===== src/design/bms_pkg.sv =====
// Shared types, constants and control encodings for the bulk error marking selector.
package bms_pkg;

    // Fixed field widths.
    localparam int VALUE_W     = 32;
    localparam int FRAC_W      = 17;
    localparam int TOTAL_W     = 36;
    localparam int ELEM_IDX_W  = 4;
    localparam int CFG_INDEX_W = 2;
    localparam int CFG_DATA_W  = 32;

    // Each list emits at most this many elements.
    localparam int LIST_CAP = 16;
    localparam int TAKEN_W  = 5;

    // Split of the fraction times total product into two half products.
    localparam int HALF_W  = 18;
    localparam int PROD_W  = FRAC_W + HALF_W;
    localparam int LIMIT_W = FRAC_W + TOTAL_W;

    // Fraction encodings.
    localparam logic [FRAC_W-1:0] FRAC_ONE   = 17'h10000;
    localparam logic [FRAC_W-1:0] FRAC_RESET = 17'd19661;

    // Configuration register indexes.
    localparam logic [CFG_INDEX_W-1:0] REG_REFINE_FRACTION  = 2'd0;
    localparam logic [CFG_INDEX_W-1:0] REG_REFINE_THRESHOLD = 2'd1;
    localparam logic [CFG_INDEX_W-1:0] REG_COARSE_FRACTION  = 2'd2;
    localparam logic [CFG_INDEX_W-1:0] REG_COARSE_THRESHOLD = 2'd3;

    // Result kinds.
    typedef enum logic [1:0] {
        KIND_REFINE = 2'd0,
        KIND_COARSE = 2'd1,
        KIND_CLOSE  = 2'd2
    } list_kind_t;

    // Input transaction payload.
    typedef struct packed {
        logic [VALUE_W-1:0] error_value;
        logic               last;
    } bms_item_t;

    // Output transaction payload.
    typedef struct packed {
        logic [ELEM_IDX_W-1:0] element_index;
        list_kind_t            list_kind;
        logic                  overflow;
        logic                  end_of_run;
    } bms_result_t;

    // Read address selection relative to the walk pointer.
    typedef enum logic [1:0] {
        ADDR_PTR    = 2'd0,
        ADDR_PTR_M1 = 2'd1,
        ADDR_PTR_M2 = 2'd2
    } addr_mode_t;

    // Controller states.
    typedef enum logic [3:0] {
        ST_IDLE,
        ST_INS_RD,
        ST_INS_WALK,
        ST_INS_PUT,
        ST_DECIDE,
        ST_ALL_REF,
        ST_ALL_COA,
        ST_REF_MUL_LO,
        ST_REF_MUL_HI,
        ST_REF_RD,
        ST_REF_CHK,
        ST_COA_MUL_LO,
        ST_COA_MUL_HI,
        ST_COA_RD,
        ST_COA_CHK,
        ST_CLOSE
    } bms_state_t;

    // Commands from the controller to the datapath.
    typedef struct packed {
        logic       accept;
        logic       ovf_set;
        logic       ptr_to_count;
        logic       ptr_clr;
        logic       ptr_dec;
        logic       ptr_inc;
        logic       rd_en;
        addr_mode_t addr_mode;
        logic       wr_shift;
        logic       wr_new;
        logic       commit;
        logic       coarse;
        logic       mul_lo;
        logic       mul_hi;
        logic       scan_init;
        logic       take;
        logic       emit_seq;
        logic       emit_close;
        logic       clear_run;
    } bms_cmd_t;

    // Status from the datapath to the controller.
    typedef struct packed {
        logic room;
        logic count_zero;
        logic item_last;
        logic ptr_zero;
        logic ptr_one;
        logic ptr_at_count;
        logic taken_full;
        logic rd_gt_v;
        logic ref_all;
        logic coa_all;
        logic ref_ok;
        logic coa_ok;
        logic out_free;
    } bms_stat_t;

endpackage


===== src/design/bms_ram.sv =====
// Generic single-write, single-read RAM with registered read data.
module bms_ram #(
    parameter int WIDTH = 36,
    parameter int DEPTH = 16
) (
    input  logic                                  clk,
    input  logic                                  wr_en,
    input  logic [(DEPTH > 1 ? $clog2(DEPTH) : 1)-1:0] wr_addr,
    input  logic [WIDTH-1:0]                      wr_data,
    input  logic                                  rd_en,
    input  logic [(DEPTH > 1 ? $clog2(DEPTH) : 1)-1:0] rd_addr,
    output logic [WIDTH-1:0]                      rd_data
);

    logic [WIDTH-1:0] mem [DEPTH];
    logic [WIDTH-1:0] rd_data_reg;

    // Write port.
    always_ff @(posedge clk)
    begin
        if (wr_en)
        begin
            mem[wr_addr] <= wr_data;
        end
    end

    // Read port; data holds until the next read.
    always_ff @(posedge clk)
    begin
        if (rd_en)
        begin
            rd_data_reg <= mem[rd_addr];
        end
    end

    assign rd_data = rd_data_reg;

endmodule


===== src/design/bms_controller.sv =====
// Sequencer that steps the datapath through insertion, list scans and the closing item.
module bms_controller
    import bms_pkg::*;
(
    input  logic      clk,
    input  logic      rst_n,
    input  logic      item_valid,
    output logic      item_stall,
    input  bms_stat_t stat,
    output bms_cmd_t  cmd
);

    bms_state_t state_reg;
    bms_state_t state_next;

    // State register.
    always_ff @(posedge clk or negedge rst_n)
    begin
        if (!rst_n)
        begin
            state_reg <= ST_IDLE;
        end
        else
        begin
            state_reg <= state_next;
        end
    end

    // Next state.
    always_comb
    begin
        state_next = state_reg;
        case (state_reg)
            ST_IDLE:
            begin
                if (item_valid)
                begin
                    if (!stat.room)
                    begin
                        state_next = ST_DECIDE;
                    end
                    else if (stat.count_zero)
                    begin
                        state_next = ST_INS_PUT;
                    end
                    else
                    begin
                        state_next = ST_INS_RD;
                    end
                end
            end
            ST_INS_RD:
            begin
                state_next = ST_INS_WALK;
            end
            ST_INS_WALK:
            begin
                if (!stat.rd_gt_v || stat.ptr_one)
                begin
                    state_next = ST_INS_PUT;
                end
            end
            ST_INS_PUT:
            begin
                state_next = ST_DECIDE;
            end
            ST_DECIDE:
            begin
                if (!stat.item_last)
                begin
                    state_next = ST_IDLE;
                end
                else if (stat.ref_all)
                begin
                    state_next = ST_ALL_REF;
                end
                else if (stat.coa_all)
                begin
                    state_next = ST_ALL_COA;
                end
                else
                begin
                    state_next = ST_REF_MUL_LO;
                end
            end
            ST_ALL_REF, ST_ALL_COA:
            begin
                if (stat.ptr_at_count || stat.taken_full)
                begin
                    state_next = ST_CLOSE;
                end
            end
            ST_REF_MUL_LO:
            begin
                state_next = ST_REF_MUL_HI;
            end
            ST_REF_MUL_HI:
            begin
                state_next = ST_REF_RD;
            end
            ST_REF_RD:
            begin
                if (stat.ptr_zero || stat.taken_full)
                begin
                    state_next = ST_COA_MUL_LO;
                end
                else
                begin
                    state_next = ST_REF_CHK;
                end
            end
            ST_REF_CHK:
            begin
                if (!stat.ref_ok)
                begin
                    state_next = ST_COA_MUL_LO;
                end
                else if (stat.out_free)
                begin
                    state_next = ST_REF_RD;
                end
            end
            ST_COA_MUL_LO:
            begin
                state_next = ST_COA_MUL_HI;
            end
            ST_COA_MUL_HI:
            begin
                state_next = ST_COA_RD;
            end
            ST_COA_RD:
            begin
                if (stat.ptr_at_count || stat.taken_full)
                begin
                    state_next = ST_CLOSE;
                end
                else
                begin
                    state_next = ST_COA_CHK;
                end
            end
            ST_COA_CHK:
            begin
                if (!stat.coa_ok)
                begin
                    state_next = ST_CLOSE;
                end
                else if (stat.out_free)
                begin
                    state_next = ST_COA_RD;
                end
            end
            ST_CLOSE:
            begin
                if (stat.out_free)
                begin
                    state_next = ST_IDLE;
                end
            end
            default:
            begin
                state_next = ST_IDLE;
            end
        endcase
    end

    // Datapath commands.
    always_comb
    begin
        cmd = '0;
        cmd.addr_mode = ADDR_PTR;
        case (state_reg)
            ST_IDLE:
            begin
                if (item_valid)
                begin
                    cmd.accept = 1'b1;
                    if (stat.room)
                    begin
                        cmd.ptr_to_count = 1'b1;
                    end
                    else
                    begin
                        cmd.ovf_set = 1'b1;
                    end
                end
            end
            ST_INS_RD:
            begin
                cmd.rd_en     = 1'b1;
                cmd.addr_mode = ADDR_PTR_M1;
            end
            ST_INS_WALK:
            begin
                // Larger entries move up one place; the next one down is read meanwhile.
                if (stat.rd_gt_v)
                begin
                    cmd.wr_shift = 1'b1;
                    cmd.ptr_dec  = 1'b1;
                    if (!stat.ptr_one)
                    begin
                        cmd.rd_en     = 1'b1;
                        cmd.addr_mode = ADDR_PTR_M2;
                    end
                end
            end
            ST_INS_PUT:
            begin
                cmd.wr_new = 1'b1;
                cmd.commit = 1'b1;
            end
            ST_DECIDE:
            begin
                if (stat.item_last)
                begin
                    cmd.scan_init = 1'b1;
                    cmd.ptr_clr   = 1'b1;
                end
            end
            ST_ALL_REF, ST_ALL_COA:
            begin
                cmd.coarse = (state_reg == ST_ALL_COA);
                if (!(stat.ptr_at_count || stat.taken_full) && stat.out_free)
                begin
                    cmd.emit_seq = 1'b1;
                    cmd.ptr_inc  = 1'b1;
                end
            end
            ST_REF_MUL_LO:
            begin
                cmd.mul_lo       = 1'b1;
                cmd.scan_init    = 1'b1;
                cmd.ptr_to_count = 1'b1;
            end
            ST_REF_MUL_HI:
            begin
                cmd.mul_hi = 1'b1;
            end
            ST_REF_RD:
            begin
                if (!(stat.ptr_zero || stat.taken_full))
                begin
                    cmd.rd_en     = 1'b1;
                    cmd.addr_mode = ADDR_PTR_M1;
                end
            end
            ST_REF_CHK:
            begin
                if (stat.ref_ok && stat.out_free)
                begin
                    cmd.take    = 1'b1;
                    cmd.ptr_dec = 1'b1;
                end
            end
            ST_COA_MUL_LO:
            begin
                cmd.coarse    = 1'b1;
                cmd.mul_lo    = 1'b1;
                cmd.scan_init = 1'b1;
                cmd.ptr_clr   = 1'b1;
            end
            ST_COA_MUL_HI:
            begin
                cmd.coarse = 1'b1;
                cmd.mul_hi = 1'b1;
            end
            ST_COA_RD:
            begin
                cmd.coarse = 1'b1;
                if (!(stat.ptr_at_count || stat.taken_full))
                begin
                    cmd.rd_en     = 1'b1;
                    cmd.addr_mode = ADDR_PTR;
                end
            end
            ST_COA_CHK:
            begin
                cmd.coarse = 1'b1;
                if (stat.coa_ok && stat.out_free)
                begin
                    cmd.take    = 1'b1;
                    cmd.ptr_inc = 1'b1;
                end
            end
            ST_CLOSE:
            begin
                if (stat.out_free)
                begin
                    cmd.emit_close = 1'b1;
                    cmd.clear_run  = 1'b1;
                end
            end
            default:
            begin
                cmd = '0;
            end
        endcase
    end

    // Items are taken only between runs of work.
    assign item_stall = (state_reg != ST_IDLE);

endmodule


===== src/design/bms_datapath.sv =====
// Storage, sorted order memory, bulk limit arithmetic and output register.
module bms_datapath
    import bms_pkg::*;
#(
    parameter int MAX_ELEMENTS = 16
) (
    input  logic                   clk,
    input  logic                   rst_n,
    input  bms_item_t              item,
    input  logic                   cfg_write_enable,
    input  logic [CFG_INDEX_W-1:0] cfg_index,
    input  logic [CFG_DATA_W-1:0]  cfg_data,
    input  bms_cmd_t               cmd,
    output bms_stat_t              stat,
    input  logic                   result_stall,
    output logic                   result_valid,
    output bms_result_t            result
);

    localparam int IDXW    = (MAX_ELEMENTS > 1) ? $clog2(MAX_ELEMENTS) : 1;
    localparam int CW      = $clog2(MAX_ELEMENTS + 1);
    localparam int ENTRY_W = VALUE_W + IDXW;

    // One sorted entry: value plus its load position.
    typedef struct packed {
        logic [VALUE_W-1:0] value;
        logic [IDXW-1:0]    idx;
    } entry_t;

    logic [FRAC_W-1:0]  ref_frac_reg, ref_frac_next;
    logic [VALUE_W-1:0] ref_thr_reg, ref_thr_next;
    logic [FRAC_W-1:0]  coa_frac_reg, coa_frac_next;
    logic [VALUE_W-1:0] coa_thr_reg, coa_thr_next;

    logic [VALUE_W-1:0] v_reg, v_next;
    logic               last_reg, last_next;
    logic [CW-1:0]      count_reg, count_next;
    logic [TOTAL_W-1:0] total_reg, total_next;
    logic               ovf_reg, ovf_next;
    logic [CW-1:0]      ptr_reg, ptr_next;
    logic [TAKEN_W-1:0] taken_reg, taken_next;
    logic [TOTAL_W-1:0] rsum_reg, rsum_next;
    logic [PROD_W-1:0]  prod_lo_reg, prod_lo_next;
    logic [LIMIT_W-1:0] limit_reg, limit_next;
    logic               out_valid_reg, out_valid_next;
    bms_result_t        out_data_reg, out_data_next;

    logic [IDXW-1:0]    rd_addr;
    logic [IDXW-1:0]    wr_addr;
    entry_t             wr_entry;
    entry_t             rd_entry;
    logic [FRAC_W-1:0]  frac_sel;
    logic [PROD_W-1:0]  prod_hi;
    logic [LIMIT_W-1:0] rsum_scaled;
    logic               bulk_ok;
    logic               out_free;

    // Configuration registers.
    always_comb
    begin
        ref_frac_next = ref_frac_reg;
        ref_thr_next  = ref_thr_reg;
        coa_frac_next = coa_frac_reg;
        coa_thr_next  = coa_thr_reg;
        if (cfg_write_enable)
        begin
            case (cfg_index)
                REG_REFINE_FRACTION:  ref_frac_next = cfg_data[FRAC_W-1:0];
                REG_REFINE_THRESHOLD: ref_thr_next  = cfg_data[VALUE_W-1:0];
                REG_COARSE_FRACTION:  coa_frac_next = cfg_data[FRAC_W-1:0];
                REG_COARSE_THRESHOLD: coa_thr_next  = cfg_data[VALUE_W-1:0];
                default:              ref_frac_next = ref_frac_reg;
            endcase
        end
    end

    always_ff @(posedge clk or negedge rst_n)
    begin
        if (!rst_n)
        begin
            ref_frac_reg <= FRAC_RESET;
            ref_thr_reg  <= '0;
            coa_frac_reg <= FRAC_RESET;
            coa_thr_reg  <= '0;
        end
        else
        begin
            ref_frac_reg <= ref_frac_next;
            ref_thr_reg  <= ref_thr_next;
            coa_frac_reg <= coa_frac_next;
            coa_thr_reg  <= coa_thr_next;
        end
    end

    // Sorted order memory: entries ascend by value, ties by load position.
    always_comb
    begin
        case (cmd.addr_mode)
            ADDR_PTR:    rd_addr = IDXW'(ptr_reg);
            ADDR_PTR_M1: rd_addr = IDXW'(ptr_reg - CW'(1));
            ADDR_PTR_M2: rd_addr = IDXW'(ptr_reg - CW'(2));
            default:     rd_addr = IDXW'(ptr_reg);
        endcase
    end

    assign wr_addr        = IDXW'(ptr_reg);
    assign wr_entry.value = cmd.wr_new ? v_reg : rd_entry.value;
    assign wr_entry.idx   = cmd.wr_new ? IDXW'(count_reg) : rd_entry.idx;

    bms_ram #(
        .WIDTH (ENTRY_W),
        .DEPTH (MAX_ELEMENTS)
    ) u_order_ram (
        .clk     (clk),
        .wr_en   (cmd.wr_new | cmd.wr_shift),
        .wr_addr (wr_addr),
        .wr_data (wr_entry),
        .rd_en   (cmd.rd_en),
        .rd_addr (rd_addr),
        .rd_data (rd_entry)
    );

    // Bulk limit: fraction times total, built from two half products.
    assign frac_sel    = cmd.coarse ? coa_frac_reg : ref_frac_reg;
    assign prod_hi     = PROD_W'(frac_sel) * PROD_W'(total_reg[TOTAL_W-1:HALF_W]);
    assign rsum_scaled = {1'b0, rsum_reg, 16'h0000};
    assign bulk_ok     = (rsum_scaled <= limit_reg);
    assign out_free    = !out_valid_reg || !result_stall;

    // Run state, walk pointer and scan accumulators.
    always_comb
    begin
        v_next       = v_reg;
        last_next    = last_reg;
        count_next   = count_reg;
        total_next   = total_reg;
        ovf_next     = ovf_reg;
        ptr_next     = ptr_reg;
        taken_next   = taken_reg;
        rsum_next    = rsum_reg;
        prod_lo_next = prod_lo_reg;
        limit_next   = limit_reg;

        if (cmd.accept)
        begin
            v_next    = item.error_value;
            last_next = item.last;
        end
        if (cmd.ovf_set)
        begin
            ovf_next = 1'b1;
        end

        if (cmd.ptr_to_count)
        begin
            ptr_next = count_reg;
        end
        else if (cmd.ptr_clr)
        begin
            ptr_next = '0;
        end
        else if (cmd.ptr_dec)
        begin
            ptr_next = ptr_reg - CW'(1);
        end
        else if (cmd.ptr_inc)
        begin
            ptr_next = ptr_reg + CW'(1);
        end

        if (cmd.commit)
        begin
            count_next = count_reg + CW'(1);
            total_next = total_reg + TOTAL_W'(v_reg);
        end

        if (cmd.mul_lo)
        begin
            prod_lo_next = PROD_W'(frac_sel) * PROD_W'(total_reg[HALF_W-1:0]);
        end
        if (cmd.mul_hi)
        begin
            limit_next = LIMIT_W'(prod_lo_reg) + (LIMIT_W'(prod_hi) << HALF_W);
        end

        if (cmd.scan_init)
        begin
            rsum_next  = '0;
            taken_next = '0;
        end
        else if (cmd.take)
        begin
            rsum_next  = rsum_reg + TOTAL_W'(rd_entry.value);
            taken_next = taken_reg + TAKEN_W'(1);
        end
        else if (cmd.emit_seq)
        begin
            taken_next = taken_reg + TAKEN_W'(1);
        end

        if (cmd.clear_run)
        begin
            count_next = '0;
            total_next = '0;
            ovf_next   = 1'b0;
            rsum_next  = '0;
        end
    end

    always_ff @(posedge clk or negedge rst_n)
    begin
        if (!rst_n)
        begin
            last_reg  <= 1'b0;
            count_reg <= '0;
            total_reg <= '0;
            ovf_reg   <= 1'b0;
            ptr_reg   <= '0;
            taken_reg <= '0;
            rsum_reg  <= '0;
        end
        else
        begin
            last_reg  <= last_next;
            count_reg <= count_next;
            total_reg <= total_next;
            ovf_reg   <= ovf_next;
            ptr_reg   <= ptr_next;
            taken_reg <= taken_next;
            rsum_reg  <= rsum_next;
        end
    end

    always_ff @(posedge clk)
    begin
        v_reg       <= v_next;
        prod_lo_reg <= prod_lo_next;
        limit_reg   <= limit_next;
    end

    // Output register: loaded only when the slot is free.
    always_comb
    begin
        out_valid_next = out_valid_reg;
        out_data_next  = out_data_reg;
        if (out_valid_reg && !result_stall)
        begin
            out_valid_next = 1'b0;
        end
        if (cmd.take)
        begin
            out_valid_next              = 1'b1;
            out_data_next.element_index = ELEM_IDX_W'(rd_entry.idx);
            out_data_next.list_kind     = cmd.coarse ? KIND_COARSE : KIND_REFINE;
            out_data_next.overflow      = 1'b0;
            out_data_next.end_of_run    = 1'b0;
        end
        else if (cmd.emit_seq)
        begin
            out_valid_next              = 1'b1;
            out_data_next.element_index = ELEM_IDX_W'(ptr_reg);
            out_data_next.list_kind     = cmd.coarse ? KIND_COARSE : KIND_REFINE;
            out_data_next.overflow      = 1'b0;
            out_data_next.end_of_run    = 1'b0;
        end
        else if (cmd.emit_close)
        begin
            out_valid_next              = 1'b1;
            out_data_next.element_index = '0;
            out_data_next.list_kind     = KIND_CLOSE;
            out_data_next.overflow      = ovf_reg;
            out_data_next.end_of_run    = 1'b1;
        end
    end

    always_ff @(posedge clk or negedge rst_n)
    begin
        if (!rst_n)
        begin
            out_valid_reg <= 1'b0;
        end
        else
        begin
            out_valid_reg <= out_valid_next;
        end
    end

    always_ff @(posedge clk)
    begin
        out_data_reg <= out_data_next;
    end

    assign result_valid = out_valid_reg;
    assign result       = out_data_reg;

    // Status to the controller.
    assign stat.room         = (count_reg < CW'(MAX_ELEMENTS));
    assign stat.count_zero   = (count_reg == '0);
    assign stat.item_last    = last_reg;
    assign stat.ptr_zero     = (ptr_reg == '0);
    assign stat.ptr_one      = (ptr_reg == CW'(1));
    assign stat.ptr_at_count = (ptr_reg == count_reg);
    assign stat.taken_full   = (taken_reg == TAKEN_W'(LIST_CAP));
    assign stat.rd_gt_v      = (rd_entry.value > v_reg);
    assign stat.ref_all      = (ref_frac_reg == FRAC_ONE);
    assign stat.coa_all      = (coa_frac_reg == FRAC_ONE);
    assign stat.ref_ok       = (rd_entry.value > ref_thr_reg) && bulk_ok;
    assign stat.coa_ok       = (rd_entry.value < coa_thr_reg) && bulk_ok;
    assign stat.out_free     = out_free;

endmodule


===== src/design/bulk_error_marking_selector.sv =====
// Top level of the bulk error marking selector: controller plus datapath.
// Timing: after acceptance an item keeps the input stalled while each stored entry larger than it
// moves up one place; the order memory moves one entry a cycle. A last item then runs per list a
// limit setup in two multiply steps and a read and a check per examined entry until the order, the
// list cap or the rule runs out, or emits each element in order when a fraction is one, then the
// closing item, each emission waiting for a free output slot. Throughput: one item at a time.
// Reset: rst_n clears configuration to defaults and all run state; the order memory is not reset.
module bulk_error_marking_selector
    import bms_pkg::*;
#(
    parameter int MAX_ELEMENTS = 16
) (
    input  logic                   clk,
    input  logic                   rst_n,
    input  logic                   item_valid,
    output logic                   item_stall,
    input  bms_item_t              item,
    output logic                   result_valid,
    input  logic                   result_stall,
    output bms_result_t            result,
    input  logic                   cfg_write_enable,
    input  logic [CFG_INDEX_W-1:0] cfg_index,
    input  logic [CFG_DATA_W-1:0]  cfg_data
);

    bms_cmd_t  cmd;
    bms_stat_t stat;

    // Sequencer.
    bms_controller u_controller (
        .clk        (clk),
        .rst_n      (rst_n),
        .item_valid (item_valid),
        .item_stall (item_stall),
        .stat       (stat),
        .cmd        (cmd)
    );

    // Storage and arithmetic.
    bms_datapath #(
        .MAX_ELEMENTS (MAX_ELEMENTS)
    ) u_datapath (
        .clk              (clk),
        .rst_n            (rst_n),
        .item             (item),
        .cfg_write_enable (cfg_write_enable),
        .cfg_index        (cfg_index),
        .cfg_data         (cfg_data),
        .cmd              (cmd),
        .stat             (stat),
        .result_stall     (result_stall),
        .result_valid     (result_valid),
        .result           (result)
    );

endmodule


===== config.mk =====
export PLATFORM = sky130hd
export DESIGN_NAME = bulk_error_marking_selector
export DESIGN_NICKNAME = d
export VERILOG_FILES = /design/src/design/bms_pkg.sv /design/src/design/bms_ram.sv /design/src/design/bms_controller.sv /design/src/design/bms_datapath.sv /design/src/design/bulk_error_marking_selector.sv
export SDC_FILE = /design/constraint.sdc
export NUM_CORES = 2
export LEC_CHECK = 0
export BUFFER_PORTS_ARGS = -buffer_cell sky130_fd_sc_hd__buf_2
export CAP_MARGIN = 30
export CORE_ASPECT_RATIO = 0.6
export CORE_MARGIN = 1.5
export CORE_UTILIZATION = 36
export DETAILED_ROUTE_END_ITERATION = 7
export GPL_TIMING_DRIVEN = 0
export PLACE_DENSITY = 0.54
export SETUP_SLACK_MARGIN = 0.1
export SLEW_MARGIN = 20
export SYNTH_ARGS = -nofsm -noshare
export SYNTH_HDL_FRONTEND = slang
export SYNTH_SLANG_ARGS = --single-unit

===== constraint.sdc =====
create_clock -name clk -period 25.6 [get_ports clk]
set_input_delay 1.28 -clock clk [delete_from_list [all_inputs] [get_ports clk]]
set_output_delay 1.28 -clock clk [all_outputs]
set_load 0.05 [all_outputs]

==> flow_summary.ini <==
[global_routing]
global_route_usage_sum_pct = 22.6
grt_pass1_wl_mm = 298
gr-usage-met3_pct = 7.70
initial_antenna_violation_count = 20
globalRoute.totalOverflow = 0
busiest_layer = met1
vias_in_the_first_global_route = 43100
global_route.usage.met1_pct = 37.6
groute.layer.met2.usage_pct = 27.5
maximum_number_of_pins_on_one_net_before_global_route_repair = 82

[synth]
post_synth_inst_count = 5698
synth_top_cells_by_area = edfxtp_1 (35%), fa_1 (15%), ha_1 (8.7%)
synthesis.area_per_instance_um2 = 11.2
synth_cell_types = 87
postSynthRegisterBits = 932
synthTopCellsByCount = inv_1 (746), edfxtp_1 (738), nand2_1 (609), fa_1 (481), ha_1 (444)
mappedNetlistNets = 6695
netlist.area_leader.share_pct = 34.7
synth.most_common_cell = inv_1
yosysTopAreaCell = edfxtp_1
ys.flop_type = edfxtp_1
edff_count_synth = 738
async_set_or_reset_flop_fraction_in_the_synthesized_netlist_pct = 20.6
yosysSeqAreaShare_pct = 42.3
synth_warnings = 0
mappedNetlistArea_um2 = 63900

[clocking]
clock_network_latency_to_the_later_pin_of_the_worst_skew_pair_ns = 0.68
post_cts_buffers = 0
cts_inserted_buffers = 83
cts-resized-gates = 0
cts_sinks = 932
clock_tree_from_tritoncts = yes
ctsHtreeMaxLevel = 3
post_cts_hold_buffer_count = 0
number_of_buffers_on_the_longest_clock_path = 3
worst_setup_hold_path_clk_slew_ns = 0.07
clock_tree.root_cell = clkbuf_16

[worst_hold_path]
worst_hold_path_type = reg2reg
hold_start = u_datapath.prod_lo_reg[1]
min_delay_worst_endpoint = u_datapath.limit_reg[1]
whs_path_depth = 0

[run_status]
outcome = completed

[drt]
drt-initial-drc-count = 4924
detail_route.wl_per_cell_um = 24.2
drt_pass1_iterations = 6
ant_nets = 0
vias_per_cell = 5.32
drt_wl_total_mm = 204
drt_drc_violations_left = 0
vias = 44900

[floorplan]
die_w_um = 547
placementRows = 119
die_area_um2 = 180000
design.portCount = 82
floorplan.initialDensity_pct = 36.4
die_h_um = 329
core_area_um2 = 176000

[worst_setup_path]
worstSetupPathType = reg2reg
rr_worst_depth = 33
critical_path_arrival_ns = 12.10
critical_path.slowest_cell = mux2_2
crit_path_max_incr_delay_ns = 0.73
cp_launch_type = flip-flop
timing.reg2reg.setup_slack_ns = 13.90
timing.rr.start = u_controller.state_reg[2]
cp-end-kind = flip-flop
r2r-end = u_datapath.limit_reg[52]
crit_required_ns = 25.99
critical_path_peak_fanout = 10
crit_path_frequent_cell = inv_1

[final_layout]
num-nets-final = 6993
layout-drive-gt1-share_pct = 11.4
syn2layout_area_growth_pct = 12.1
number_of_flip_flops_under_the_largest_register_name = 576
final_util_pct = 40.8

[timing]
count_of_endpoints_failing_hold_in_the_final_timing_report = 0
period_minus_slack_ns = 11.70
number_of_failing_setup_endpoints_in_the_final_timing_report = 0
slew_headroom_pct = 24.3
clock.fmax_mhz = 85.5
fin_tns_setup_ns = 0
final.period_utilization_pct = 45.7
worst_clock_skew_ns = 0.0331
max_slew.worst_pin.slew_ns = 1.13
slew_violations = 0
rsz0062_at_grt = no

[placement]
place_hpwl_mm = 165
place_congestion = 0.945
port-buffer-count = 81

[job]
max_cap_viols = 0
==> placed cells by master, fill, tap and decap left out, types with 90 or more instances in the layout <==
cell type and instances:
inv_1 746, mux2i_1 147, dfrtp_1 176, o21ai_0 208, clkbuf_1 208, xnor2_1 90, buf_2 91, a211oi_1 127
fa_1 481, nand3_1 100, a21o_1 123, and2_1 240, ha_1 444, edfxtp_1 738, a21oi_1 234, mux2_2 259
nand2_1 608, nor2_1 186
==> logic make-up after synthesis <==
logic type                 after synthesis  synth area share, %
and+or+nand+nor                       1361                 10.0
buffers and inverters                 1003                 5.92
DFF                                    932                 42.3
adders and majority gates              925                 23.8
AOI/OAI and AO/OA                      920                 9.07
muxes                                  408                 6.90
xor gates and xnor gates               149                 2.06
==> area by class of cell <==
class                      count  area (um2)
tap                         2359        2950
fill                       16800      104000
inverter                     747        2800
antenna                        7        17.5
buffer                       256         991
clock inverter                49         534
clock buffer                 106        2300
timing repair buffer         213        1740
sequential                   932       27000
multi-input combinational   3763       33300
==> worst max-delay path by stage <==
stage / slack [ns] / cells past startpoint / to / start
floorplan: 16.89 / 35 / u_datapath.limit_reg[52] / u_controller.state_reg[2]
global route: 13.35 / 33 / u_datapath.limit_reg[52] / u_controller.state_reg[1]
CTS: 14.18 / 33 / u_datapath.limit_reg[52] / u_controller.state_reg[1]
global placement: 13.73 / 33 / u_datapath.limit_reg[52] / u_controller.state_reg[1]
detailed placement: 14.25 / 33 / u_datapath.limit_reg[52] / u_controller.state_reg[1]
finish: 13.90 / 33 / u_datapath.limit_reg[52] / u_controller.state_reg[2]
==> critical path: cells and delay by family (launching register included) <==
family | cells | cell delay, ns
AOI/OAI and AO/OA | 3 | 1.40
xor gates and xnor gates | 2 | 0.56
adders and majority gates | 8 | 3.75
buffers and inverters | 11 | 2.87
DFF | 1 | 0.34
muxes | 2 | 0.93
and+or+nand+nor | 7 | 1.50
==> routing by layer <==
metal  vias up  wire length [um]
met5         -                48
li1      20100                 -
met1     22800            105000
met2      1749             71600
met4         8              2590
met3       164             24600
==> stage by stage <==
| step | worst slack, ns | instances | instance area, um2 | hold slack (ns) |
|---|---|---|---|---|
| finish | 13.90 | 8432 | 71700 | 0.421 |
| global route | 13.35 | 8426 | 71700 | 0.427 |
| CTS | 14.18 | 8415 | 71500 | 0.420 |
| detailed placement | 14.25 | 8260 | 68700 | 0.405 |
| global placement | 13.73 | 8138 | 67300 | 0.403 |
| floorplan | 16.89 | 5698 | 63900 | 0.400 |
Power is left out: the tool's default activity adds up to more than one toggle a clock period on the data nets, which glitch-free logic cannot reach.
